$ cat config.mk
export PLATFORM = sky130hd
export DESIGN_NAME = int8_softmax_lookup_table
export DESIGN_NICKNAME = d
export VERILOG_FILES = /design/src/rtl/smx_pkg.sv /design/src/rtl/int8_softmax_lookup_table.sv /design/src/rtl/smx_ctrl.sv /design/src/rtl/smx_dpath.sv
export SDC_FILE = /design/constraint.sdc
export NUM_CORES = 2
export LEC_CHECK = 0
export BUFFER_PORTS_ARGS = -buffer_cell sky130_fd_sc_hd__buf_4
export CORE_MARGIN = 1
export CORE_UTILIZATION = 42
export DETAILED_ROUTE_END_ITERATION = 6
export GPL_ROUTABILITY_DRIVEN = 0
export PLACE_DENSITY = 0.64
export SYNTH_ARGS = -nofsm -noshare
export SYNTH_HDL_FRONTEND = slang
export SYNTH_MEMORY_MAX_BITS = 65536
export SYNTH_SLANG_ARGS = --single-unit
$ cat constraint.sdc
create_clock -name clock -period 9.7 [get_ports clock]
set_clock_uncertainty 0.1 [all_clocks]
set_input_delay 1.455 -clock clock [delete_from_list [all_inputs] [get_ports clock]]
set_output_delay 1.455 -clock clock [all_outputs]
set_load 0.01 [all_outputs]
$ cat src/rtl/smx_pkg.sv
// ============================================================================
// smx_pkg : shared types and constants for the int8 softmax block
// Transaction payloads, controller commands, datapath status and the fixed
// constants of the table lookup and the normalising divider.
// ============================================================================
package smx_pkg;

   // Defaults for the top-level parameters
   localparam int MAX_ELEMS_DEF   = 64;
   localparam int TABLE_DEPTH_DEF = 256;

   // Table index offset: entry a stands for the difference a - 255
   localparam int DIFF_OFFSET = 255;

   // Width of the running sum of looked-up exponentials
   localparam int TOTAL_W = 22;

   // Quotient bits produced by the divider, one per step
   localparam int DIV_STEPS = 16;

   // Saturated probability
   localparam logic [15:0] PROB_MAX = 16'hFFFF;

   // Operation codes of an input transaction
   localparam logic OP_TABLE_WRITE = 1'b0;
   localparam logic OP_LOGIT       = 1'b1;

   // Input transaction
   typedef struct packed {
      logic               operation;
      logic [7:0]         table_address;
      logic [15:0]        table_value;
      logic signed [7:0]  logit;
      logic               last_logit;
   } req_type;

   // Result transaction
   typedef struct packed {
      logic [15:0] probability;
      logic [5:0]  element_index;
      logic        last_result;
   } rsp_type;

   // Controller to datapath
   typedef struct packed {
      logic take;       // input transaction accepted this cycle
      logic rd_buf;     // read logit buffer at element index
      logic rd_tab;     // read exponential table at buffered logit
      logic acc;        // add table word to the running total
      logic div_init;   // load divider from table word
      logic div_step;   // one restoring division step
      logic load_out;   // load result register
      logic next_k;     // advance element index
      logic clr_k;      // clear element index
      logic clr_vec;    // end of vector: clear max, count and total
   } cmd_type;

   // Datapath to controller
   typedef struct packed {
      logic start;      // offered transaction is a logit marked last
      logic k_last;     // element index is the final held element
      logic div_last;   // current division step is the final one
      logic out_free;   // result register can take a new value
   } status_type;

endpackage

$ cat src/rtl/int8_softmax_lookup_table.sv
// ============================================================================
// int8_softmax_lookup_table : softmax over int8 logits via exponential table
// Buffers a vector of logits, then emits one Q0.16 probability per element.
// ============================================================================
// Usage:
//   req_* carries one transaction per accept (req_valid high, req_stall low).
//   A table-write transaction stores one Q1.15 word of the exponential table;
//   the table must be loaded before a vector is normalised. A logit
//   transaction is buffered (up to MAX_ELEMS; extras are dropped) and folds
//   into the running maximum. Table writes and logits are accepted back to
//   back while the block is idle. A logit marked last starts output: the n
//   held elements are summed in turn (buffer read, table read, add), then
//   each is normalised in turn (two memory reads, divider load, 16 one-bit
//   restoring division steps, result load); req_stall stays high until the
//   final result has been loaded into the output register. rsp_* presents
//   results in input order from a single output register; a stall on
//   rsp_stall holds the result and delays the next load.
//   After reset the table content is unknown, the buffer is empty and the
//   maximum is at its lowest value; the table is not cleared.
// ============================================================================
module int8_softmax_lookup_table #(
   parameter int MAX_ELEMS   = smx_pkg::MAX_ELEMS_DEF,
   parameter int TABLE_DEPTH = smx_pkg::TABLE_DEPTH_DEF
) (
   input  logic              clock,
   input  logic              reset,
   input  logic              req_valid,
   output logic              req_stall,
   input  smx_pkg::req_type  req_data,
   output logic              rsp_valid,
   input  logic              rsp_stall,
   output smx_pkg::rsp_type  rsp_data
);

   smx_pkg::cmd_type    cmd;
   smx_pkg::status_type status;

   // Sequencer
   smx_ctrl u_ctrl (
      .clock     (clock),
      .reset     (reset),
      .req_valid (req_valid),
      .status    (status),
      .req_stall (req_stall),
      .cmd       (cmd)
   );

   // Memories, arithmetic and result register
   smx_dpath #(
      .MAX_ELEMS   (MAX_ELEMS),
      .TABLE_DEPTH (TABLE_DEPTH)
   ) u_dpath (
      .clock     (clock),
      .reset     (reset),
      .req_data  (req_data),
      .rsp_stall (rsp_stall),
      .cmd       (cmd),
      .status    (status),
      .rsp_valid (rsp_valid),
      .rsp_data  (rsp_data)
   );

   // A pending result is never overwritten
   assert property (@(posedge clock) disable iff (reset)
      cmd.load_out |-> (!rsp_valid || !rsp_stall))
      else $error("result register loaded while a result is pending");

   // The final result of a vector returns the block to accepting input
   assert property (@(posedge clock) disable iff (reset)
      (cmd.load_out && status.k_last) |=> !req_stall)
      else $error("block not idle after the final result");

   // At most one datapath step per cycle
   assert property (@(posedge clock) disable iff (reset)
      $onehot0({cmd.take, cmd.rd_buf, cmd.rd_tab, cmd.acc, cmd.div_init,
                cmd.div_step, cmd.load_out}))
      else $error("conflicting datapath commands");

   // Input is only taken while the block accepts transactions
   assert property (@(posedge clock) disable iff (reset)
      cmd.take |-> (req_valid && !req_stall))
      else $error("input taken while stalled");

endmodule

$ cat src/rtl/smx_ctrl.sv
// ============================================================================
// smx_ctrl : sequencer for the int8 softmax block
// Walks the held elements twice after the last logit: once to sum the
// looked-up exponentials, once to normalise each one through the divider.
// ============================================================================
module smx_ctrl (
   input  logic                  clock,
   input  logic                  reset,
   input  logic                  req_valid,
   input  smx_pkg::status_type   status,
   output logic                  req_stall,
   output smx_pkg::cmd_type      cmd
);

   typedef enum logic [8:0] {
      ST_IDLE     = 9'b000000001,
      ST_SUM_BUF  = 9'b000000010,
      ST_SUM_TAB  = 9'b000000100,
      ST_SUM_ACC  = 9'b000001000,
      ST_NRM_BUF  = 9'b000010000,
      ST_NRM_TAB  = 9'b000100000,
      ST_NRM_INIT = 9'b001000000,
      ST_NRM_DIV  = 9'b010000000,
      ST_NRM_OUT  = 9'b100000000
   } state_type;

   state_type state_ff;
   state_type state_in;

   // Next state and command decode
   always_comb begin
      state_in  = state_ff;
      cmd       = '0;
      req_stall = 1'b1;
      unique case (state_ff)
         ST_IDLE: begin
            req_stall = 1'b0;
            cmd.take  = req_valid;
            if (req_valid && status.start) begin
               state_in = ST_SUM_BUF;
            end
         end
         ST_SUM_BUF: begin
            cmd.rd_buf = 1'b1;
            state_in   = ST_SUM_TAB;
         end
         ST_SUM_TAB: begin
            cmd.rd_tab = 1'b1;
            state_in   = ST_SUM_ACC;
         end
         ST_SUM_ACC: begin
            cmd.acc = 1'b1;
            if (status.k_last) begin
               cmd.clr_k = 1'b1;
               state_in  = ST_NRM_BUF;
            end else begin
               cmd.next_k = 1'b1;
               state_in   = ST_SUM_BUF;
            end
         end
         ST_NRM_BUF: begin
            cmd.rd_buf = 1'b1;
            state_in   = ST_NRM_TAB;
         end
         ST_NRM_TAB: begin
            cmd.rd_tab = 1'b1;
            state_in   = ST_NRM_INIT;
         end
         ST_NRM_INIT: begin
            cmd.div_init = 1'b1;
            state_in     = ST_NRM_DIV;
         end
         ST_NRM_DIV: begin
            cmd.div_step = 1'b1;
            if (status.div_last) begin
               state_in = ST_NRM_OUT;
            end
         end
         ST_NRM_OUT: begin
            if (status.out_free) begin
               cmd.load_out = 1'b1;
               if (status.k_last) begin
                  cmd.clr_k   = 1'b1;
                  cmd.clr_vec = 1'b1;
                  state_in    = ST_IDLE;
               end else begin
                  cmd.next_k = 1'b1;
                  state_in   = ST_NRM_BUF;
               end
            end
         end
         default: begin
            state_in = ST_IDLE;
         end
      endcase
   end

   // State register
   always_ff @(posedge clock) begin
      if (reset) begin
         state_ff <= ST_IDLE;
      end else begin
         state_ff <= state_in;
      end
   end

endmodule

$ cat src/rtl/smx_dpath.sv
// ============================================================================
// smx_dpath : datapath of the int8 softmax block
// Logit buffer and exponential table memories, running maximum, element
// count, running total, restoring divider and the result register.
// ============================================================================
module smx_dpath #(
   parameter int MAX_ELEMS   = smx_pkg::MAX_ELEMS_DEF,
   parameter int TABLE_DEPTH = smx_pkg::TABLE_DEPTH_DEF
) (
   input  logic                  clock,
   input  logic                  reset,
   input  smx_pkg::req_type      req_data,
   input  logic                  rsp_stall,
   input  smx_pkg::cmd_type      cmd,
   output smx_pkg::status_type   status,
   output logic                  rsp_valid,
   output smx_pkg::rsp_type      rsp_data
);

   localparam int BUF_AW  = (MAX_ELEMS > 1) ? $clog2(MAX_ELEMS) : 1;
   localparam int CNT_W   = $clog2(MAX_ELEMS + 1);
   localparam int TAB_AW  = $clog2(TABLE_DEPTH);
   localparam int DIV_CW  = $clog2(smx_pkg::DIV_STEPS);
   localparam int TOT_W   = smx_pkg::TOTAL_W;

   // Memories
   logic signed [7:0] buf_mem [MAX_ELEMS];
   logic [15:0]       exp_mem [TABLE_DEPTH];

   // Control registers
   logic [CNT_W-1:0]  count_ff, count_in;
   logic signed [7:0] max_ff, max_in;
   logic [TOT_W-1:0]  total_ff, total_in;
   logic [CNT_W-1:0]  k_ff, k_in;
   logic [DIV_CW-1:0] div_cnt_ff, div_cnt_in;
   logic              rsp_valid_ff, rsp_valid_in;

   // Payload registers
   logic signed [7:0] buf_q_ff;
   logic [15:0]       exp_q_ff;
   logic [TOT_W-1:0]  rem_ff;
   logic [15:0]       quot_ff;
   logic              sat_ff;
   smx_pkg::rsp_type  rsp_ff;

   logic              store_logit;
   logic              table_write;
   logic signed [9:0] diff;
   logic [TAB_AW-1:0] tab_idx;
   logic [TOT_W:0]    rem_sh;
   logic [TOT_W:0]    tot_ext;
   logic              rem_ge;
   logic [15:0]       prob;

   // Input decode: logits are dropped once the buffer is full
   assign store_logit = cmd.take && (req_data.operation == smx_pkg::OP_LOGIT)
                        && (count_ff < CNT_W'(MAX_ELEMS));
   assign table_write = cmd.take && (req_data.operation == smx_pkg::OP_TABLE_WRITE);

   // Table index: logit minus maximum, offset into 0..255
   assign diff    = 10'(buf_q_ff) - 10'(max_ff) + 10'(smx_pkg::DIFF_OFFSET);
   assign tab_idx = diff[TAB_AW-1:0];

   // Restoring division step
   assign rem_sh  = {rem_ff, 1'b0};
   assign tot_ext = {1'b0, total_ff};
   assign rem_ge  = (rem_sh >= tot_ext);

   assign prob = sat_ff ? smx_pkg::PROB_MAX : quot_ff;

   // Next values of control registers
   always_comb begin
      count_in = count_ff;
      max_in   = max_ff;
      total_in = total_ff;
      if (cmd.clr_vec) begin
         count_in = '0;
         max_in   = -8'sd128;
         total_in = '0;
      end else begin
         if (store_logit) begin
            count_in = count_ff + 1'b1;
            if (req_data.logit > max_ff) begin
               max_in = req_data.logit;
            end
         end
         if (cmd.acc) begin
            total_in = total_ff + TOT_W'(exp_q_ff);
         end
      end

      k_in = k_ff;
      priority if (cmd.clr_k) begin
         k_in = '0;
      end else if (cmd.next_k) begin
         k_in = k_ff + 1'b1;
      end

      div_cnt_in = div_cnt_ff;
      priority if (cmd.div_init) begin
         div_cnt_in = '0;
      end else if (cmd.div_step) begin
         div_cnt_in = div_cnt_ff + 1'b1;
      end

      rsp_valid_in = rsp_valid_ff;
      priority if (cmd.load_out) begin
         rsp_valid_in = 1'b1;
      end else if (!rsp_stall) begin
         rsp_valid_in = 1'b0;
      end
   end

   always_ff @(posedge clock) begin
      if (reset) begin
         count_ff     <= '0;
         max_ff       <= -8'sd128;
         total_ff     <= '0;
         k_ff         <= '0;
         div_cnt_ff   <= '0;
         rsp_valid_ff <= 1'b0;
      end else begin
         count_ff     <= count_in;
         max_ff       <= max_in;
         total_ff     <= total_in;
         k_ff         <= k_in;
         div_cnt_ff   <= div_cnt_in;
         rsp_valid_ff <= rsp_valid_in;
      end
   end

   // Logit buffer: write at count, registered read at element index
   always_ff @(posedge clock) begin
      if (store_logit) begin
         buf_mem[count_ff[BUF_AW-1:0]] <= req_data.logit;
      end
      if (cmd.rd_buf) begin
         buf_q_ff <= buf_mem[k_ff[BUF_AW-1:0]];
      end
   end

   // Exponential table: write from input, registered read at lookup index
   always_ff @(posedge clock) begin
      if (table_write) begin
         exp_mem[req_data.table_address[TAB_AW-1:0]] <= req_data.table_value;
      end
      if (cmd.rd_tab) begin
         exp_q_ff <= exp_mem[tab_idx];
      end
   end

   // Divider: quotient saturates when the word is not below the total
   always_ff @(posedge clock) begin
      if (cmd.div_init) begin
         rem_ff  <= TOT_W'(exp_q_ff);
         sat_ff  <= (TOT_W'(exp_q_ff) >= total_ff);
         quot_ff <= '0;
      end else if (cmd.div_step) begin
         rem_ff  <= rem_ge ? TOT_W'(rem_sh - tot_ext) : rem_sh[TOT_W-1:0];
         quot_ff <= {quot_ff[14:0], rem_ge};
      end
   end

   // Result register
   always_ff @(posedge clock) begin
      if (cmd.load_out) begin
         rsp_ff.probability   <= prob;
         rsp_ff.element_index <= 6'(k_ff);
         rsp_ff.last_result   <= status.k_last;
      end
   end

   // Status to controller
   assign status.start    = (req_data.operation == smx_pkg::OP_LOGIT) && req_data.last_logit;
   assign status.k_last   = (CNT_W'(k_ff + 1'b1) == count_ff);
   assign status.div_last = (div_cnt_ff == DIV_CW'(smx_pkg::DIV_STEPS - 1));
   assign status.out_free = !rsp_valid_ff || !rsp_stall;

   assign rsp_valid = rsp_valid_ff;
   assign rsp_data  = rsp_ff;

endmodule

# After elaboration in Yosys (flattened, before gate mapping)

Memories as Yosys holds them, arrays and structs flattened. A register that Yosys moved wholly into a read port is not among the register bits.
Index checks and enable logic that the tools add are counted.

Bits of input ports: 38
Memories: 2
Bits in latches: 0
Memory bits (read-only): 0
Memory bits (writable): 4608
Word-level logic and storage cells: 88
Output and inout port bits: 25
Register bits after elaboration: 120

Memory list:

| name            | depth | width | rd ports | clocked after memory_dff | write ports | line            | source |
|---|---|---|---|---|---|---|---|
| u_dpath.exp_mem | 256   | 16    | 1        | 1                        | 1           | smx_dpath.sv:28 | `logic [15:0] exp_mem [TABLE_DEPTH];` |
| u_dpath.buf_mem | 64    | 8     | 1        | 1                        | 1           | smx_dpath.sv:27 | `logic signed [7:0] buf_mem [MAX_ELEMS];` |

Add/sub/neg operators: 7
Divide/modulo/power cells: 0
Bitwise logic cells: 1
Shift-type cells: 0
Order comparisons: 4
Multiply operators: 0
Reduce and logical (&&, ||, !) cells: 16
Multiplexer cells: 29
Equal/unequal tests: 15

Operator list:

| cell                                                | number |
|---|---|
| case mux 9 bit (9 select lines)                     | 1 |
| two-way mux 16 bit                                  | 2 |
| two-way mux 9 bit                                   | 3 |
| greater-or-equal comparator 23 x 22 -> 1 bit        | 1 |
| adder 22 x 16 -> 22 bit                             | 1 |
| greater-or-equal comparator 16 x 22 -> 1 bit        | 1 |
| two-way mux 22 bit                                  | 1 |
| subtractor 22 bit                                   | 1 |
| two-way mux 1 bit                                   | 17 |
| adder 7 x 1 -> 7 bit, second input constant         | 2 |
| two-way mux 5 bit                                   | 2 |
| OR reduction 2 bit                                  | 5 |
| equality test 9 x 1 -> 1 bit, second input constant | 1 |
| equality test 9 x 2 -> 1 bit, second input constant | 1 |
| equality test 9 x 3 -> 1 bit, second input constant | 1 |
| equality test 9 x 4 -> 1 bit, second input constant | 1 |
| equality test 9 x 5 -> 1 bit, second input constant | 1 |
| equality test 9 x 6 -> 1 bit, second input constant | 1 |
| equality test 9 x 7 -> 1 bit, second input constant | 1 |
| equality test 9 x 8 -> 1 bit, second input constant | 1 |
| equality test 9 bit, second input constant          | 1 |
| adder 8 x 1 -> 8 bit, second input constant         | 1 |
| > comparator 8 bit                                  | 1 |
| subtractor 8 bit                                    | 1 |
| 16 further kinds                                    | 23 |

# Logic depth before layout (Yosys ltp)

Word-level depth: 6
Mapped depth: 15
Mapped depth without buffers: 12

# Modules after synthesis

From an unflattened synthesis, not the netlist that was laid out.

Cells, all modules: 8717
Area total of the unflattened synthesis: 186117.3 um^2

Modules (own cells, without submodules):

| module    | area an instance (um^2) | instances | cells each | sequential area each (um^2) |
|---|---|---|---|---|
| smx_dpath | 185437.8                | 1         | 8626       | 141715.9 |
| smx_ctrl  | 679.4                   | 1         | 91         | 180.2 |

# Worst setup path before layout

OpenSTA, ideal clock, no wires.

Kind: in2reg
Start point: input req_data[2] (netlist bit)
End point: register u_dpath.max_ff[7]
Library setup time: 120 ps
Path buffers: 0
Required time: 9480 ps
Path slack: 6048 ps
Cell stages on the path: 9
Data arrival time: 3433 ps
Cells stage by stage: ha_1 nor2b_1 o21ai_0 nand2b_1 a21oi_1 o21ai_0 a2111oi_0 a2111oi_4 a211o_1

Word-level cells in the longest chain between the ends: 2

Ends and longest elaborated chain:

| item                          | line                            | source |
|---|---|---|
| start, declared               | int8_softmax_lookup_table.sv:29 | `input smx_pkg::req_type req_data,` |
| > comparator 8 bit            | smx_dpath.sv:83                 | `if (req_data.logit > max_ff) begin` |
| AND reduction 2 bit (no line) | --                              |  |
| end signal, assigned          | smx_dpath.sv:117                | `max_ff <= -8'sd128;` |
| end signal, assigned          | smx_dpath.sv:124                | `max_ff <= max_in;` |
| end, declared                 | smx_dpath.sv:32                 | `logic signed [7:0] max_ff, max_in;` |

Every way passes these cells.
A chain may end at the register's enable or synchronous reset.

# Worst setup path in the final report

Start point: register u_dpath.max_ff[0]
End point: register u_dpath.exp_q_ff[9] (read register of u_dpath.exp_mem) (data pin)

Word-level cells in the longest chain between the ends: 2

Ends and longest elaborated chain:

| item                 | line            | source |
|---|---|---|
| subtractor 8 bit     | smx_dpath.sv:61 | `assign diff = 10'(buf_q_ff) - 10'(max_ff) + 10'(smx_pkg::DIFF_OFFSET);` |
| adder 8 x 1 -> 8 bit | smx_dpath.sv:61 |  |
| end, declared        | smx_dpath.sv:40 | `logic [15:0] exp_q_ff;` |

Every way passes these cells.

==> results.json <==
{
  "synth_top_area_share_pct": 75.6,
  "syn_area_per_cell_um2": 21.3,
  "crit_type": "reg -> reg",
  "die_area_um2": 444000,
  "cts_made_buffers": 449,
  "swShare_pct": 22.0,
  "rrSetupSlack_ns": 3.45,
  "comb_power_share_pct": 6.1,
  "cts_resized": 0,
  "clk_pin_slew_ns": 0.06,
  "drc": 0,
  "leakagePower_nw": 64.8,
  "fill_cells": 35300,
  "io_buffers": 62,
  "synth_area_um2": 185000,
  "die_w_um": 667,
  "cellPowerDensity_nw_per_um2": 204,
  "vdd_drop_max_mv": 0.179,
  "instances_no_fill": 15400,
  "min_delay_path_depth": 0,
  "syn_to_final_growth_pct": 12.7,
  "drt-pass1-iter-count": 5,
  "r2r-start": "u_dpath.max_ff[0]$_SDFFE_PP0P_",
  "setup_viol": 0,
  "initial_core_util_pct": 42.3,
  "antenna_left": 0,
  "dpl.cell_count": 14600,
  "tns_ns": 0,
  "placed_area_um2": 194000,
  "hold-path-endpoint": "u_dpath.rsp_data[5]$_DFFE_PP_",
  "ys_types": 75,
  "h-tree-depth": 5,
  "p_int_mw": 33.2,
  "hold_start": "u_dpath.k_ff[4]$_SDFFE_PP0P_",
  "clock_path_buffers": 4,
  "hold_buffers": 0,
  "nets": 9244,
  "cap_violations": 0,
  "critical_path_arrival_ns": 6.82,
  "cts_tree": "done",
  "drtIter0Drc": 12000,
  "fmaxAchievable_ghz": 0.160,
  "grt_pass1_vias": 91600,
  "drt-total-wl_um": 473000,
  "drv_slew": 0,
  "startpoint_type": "flip-flop",
  "rsz0062_at_grt": "false",
  "layout_min_cycle_time_ns": 6.25,
  "postCtsSetupRepairBufs": 0,
  "pin_count": 63,
  "rr_endpoint": "u_dpath.exp_q_ff[9]$_DFFE_PP_",
  "power_mw": 42.6,
  "yosysWarnings": 0,
  "ys.flop_type": "edfxtp_1",
  "ys_seq_elements": 4752,
  "worstMarginPinSlew_ns": 1.45,
  "p_switching_mw": 9.39,
  "synth_area_leader_cell": "edfxtp_1",
  "multi_input_area_um2": 41100,
  "seqPwrFrac_pct": 52.9,
  "fin_crit_sh_pct": 64.4,
  "vias_per_cell": 5.91,
  "drive_above_1_share_pct": 26.5,
  "timing.slew.headroom_pct": 3.64,
  "status": "finished, final reports clean",
  "grtUsageTotal_pct": 21.0,
  "grt_antenna_before_repair": 22,
  "hold_class": "reg -> reg",
  "seqCellArea_um2": 142000,
  "clock_latency_ns": 1.01,
  "wl_per_cell_um": 30.7,
  "overflow": 0,
  "rows": 243,
  "grt_pass1_wl_um": 675000,
  "fp.dieH_um": 667,
  "grt_max_degree": 174,
  "stdcell_area_um2": 209000,
  "syn_inst": 8688,
  "hpwl_um": 271000,
  "synth-async-reset-ratio_pct": 0,
  "cts-root-buf": "clkbuf_16",
  "syn_nets": 8801,
  "ys_top_cells_by_area": "edfxtp_1, mux4_2, nand2_1",
  "cp-end-kind": "flip-flop",
  "cts_sinks": 4752,
  "hold_viol": 0,
  "yosysSeqAreaShare_pct": 76.5,
  "design.core.area_um2": 439000,
  "synth_edf_count": 4672,
  "worstPathRequired_ns": 10.27,
  "cp_max_fo": 77,
  "clockPowerShare_pct": 40.9,
  "num_vias": 91100,
  "rr_worst_depth": 10,
  "fin_util_pct": 47.6
}
-- cells in the final DEF (no fill, tap or decap), drive strengths merged, types with 20 or more instances in the layout --
cell / n
edfxtp: 4672
dfxtp: 80
a21oi: 105
xnor2: 41
ha: 72
inv: 73
o22ai: 43
or2: 22
a311oi: 20
a31oi: 40
nand3: 264
nor2: 488
o21ai: 65
bufinv: 44
and3: 22
mux2i: 39
nor3: 30
a211oi: 21
xor2: 24
nand2: 584
clkinv: 203
clkbuf: 555
mux4: 1323
buf: 464
-- sequential cells by signal, indices dropped and copies added (netlist names) --
name                cells
u_dpath.div_cnt_ff      4
u_dpath.k_ff            7
u_dpath.rem_ff         22
u_dpath.sat_ff          1
u_dpath.max_ff          8
u_dpath.buf_mem       512
u_dpath.buf_q_ff        8
u_dpath.count_ff        7
u_dpath.exp_q_ff       16
u_ctrl.state_ff         9
u_dpath.total_ff       22
u_dpath.quot_ff        16
u_dpath.rsp_data       23
u_dpath.rsp_valid       1
u_dpath.exp_mem      4096
-- cell families after synthesis --
kind of cell / synth area share, %
AOI/OAI and AO/OA: 1.46
xor gates and xnor gates: 0.311
adders and majority gates: 0.518
buffers and inverters: 1.49
DFF: 76.5
muxes: 16.3
and+or+nand+nor: 3.43
-- power by group through the flow --
stage / Combinational, mW / Sequential, mW / Clock, mW
2_1_floorplan: 1.39 / 23.0 / 0
3_3_place_gp: 2.57 / 23.0 / 0
3_5_place_dp: 2.61 / 23.0 / 0
4_1_cts: 2.62 / 22.6 / 17.7
5_1_grt: 2.72 / 22.6 / 18.4
6_report: 2.61 / 22.6 / 17.5
-- final cells by class --
class,count,share of cell area [%]
repair buffers,465,1.85
clock buffers,554,5.64
well taps,5880,3.52
multi-input cells,3406,19.7
flip-flops and latches,4752,67.9
inverters,57,0.102
diodes,10,0.0120
clock inverters,282,1.32
-- stage by stage --
step                      setup WS (ns)  hold WS (ns)
final                              3.45         0.366
after global routing               3.31         0.372
after CTS                          3.45         0.358
after detailed placement           3.47         0.335
after global placement             3.25         0.339
after floorplan                    6.05         0.306
-- how the worst max path moves through the flow --
stage,from,to,cells past startpoint
6_report,u_dpath.max_ff[0]$_SDFFE_PP0P_,u_dpath.exp_q_ff[9]$_DFFE_PP_,10
5_1_grt,u_dpath.max_ff[0]$_SDFFE_PP0P_,u_dpath.exp_q_ff[9]$_DFFE_PP_,10
4_1_cts,u_dpath.max_ff[0]$_SDFFE_PP0P_,u_dpath.exp_q_ff[9]$_DFFE_PP_,10
3_5_place_dp,u_dpath.max_ff[0]$_SDFFE_PP0P_,u_dpath.exp_q_ff[9]$_DFFE_PP_,10
3_3_place_gp,u_dpath.max_ff[0]$_SDFFE_PP0P_,u_dpath.exp_q_ff[5]$_DFFE_PP_,10
2_1_floorplan,req_data[2],u_dpath.max_ff[7]$_SDFFE_PP1P_,9
-- per-layer routing --
metal  share of wire (%)  track usage (%)  vias up
li1                    -                -    36900
met1                  39             28.9    49000
met2                  49             34.3     4457
met3                 9.1             3.92      659
met4                 3.0             5.94       14
met5               0.018                0        -
-- cells in the mapped netlist (22+ instances only) --
library cell / n
a21oi_1: 104
a31oi_1: 40
and3_1: 22
buf_1: 44
buf_2: 139
buf_4: 90
buf_6: 29
clkbuf_1: 167
dfxtp_1: 80
edfxtp_1: 4672
ha_1: 72
inv_1: 55
mux2i_1: 39
mux4_2: 1323
nand2_1: 581
nand3_1: 264
nor2_1: 488
nor3_1: 30
o21ai_0: 58
o22ai_1: 43
xnor2_1: 41
xor2_1: 23
-- critical path: stages, from the launching register on --
cell and delay, ns:
dfxtp_1 0.36, inv_1 0.08, ha_4 0.77, buf_12 0.58, buf_4 0.90, mux4_2 0.61, mux4_2 0.46, o2111ai_1 0.61
nor2_1 0.26, a311oi_1 1.00, a31oi_1 0.07
No activity file was read; power rests on OpenSTA's default activity.
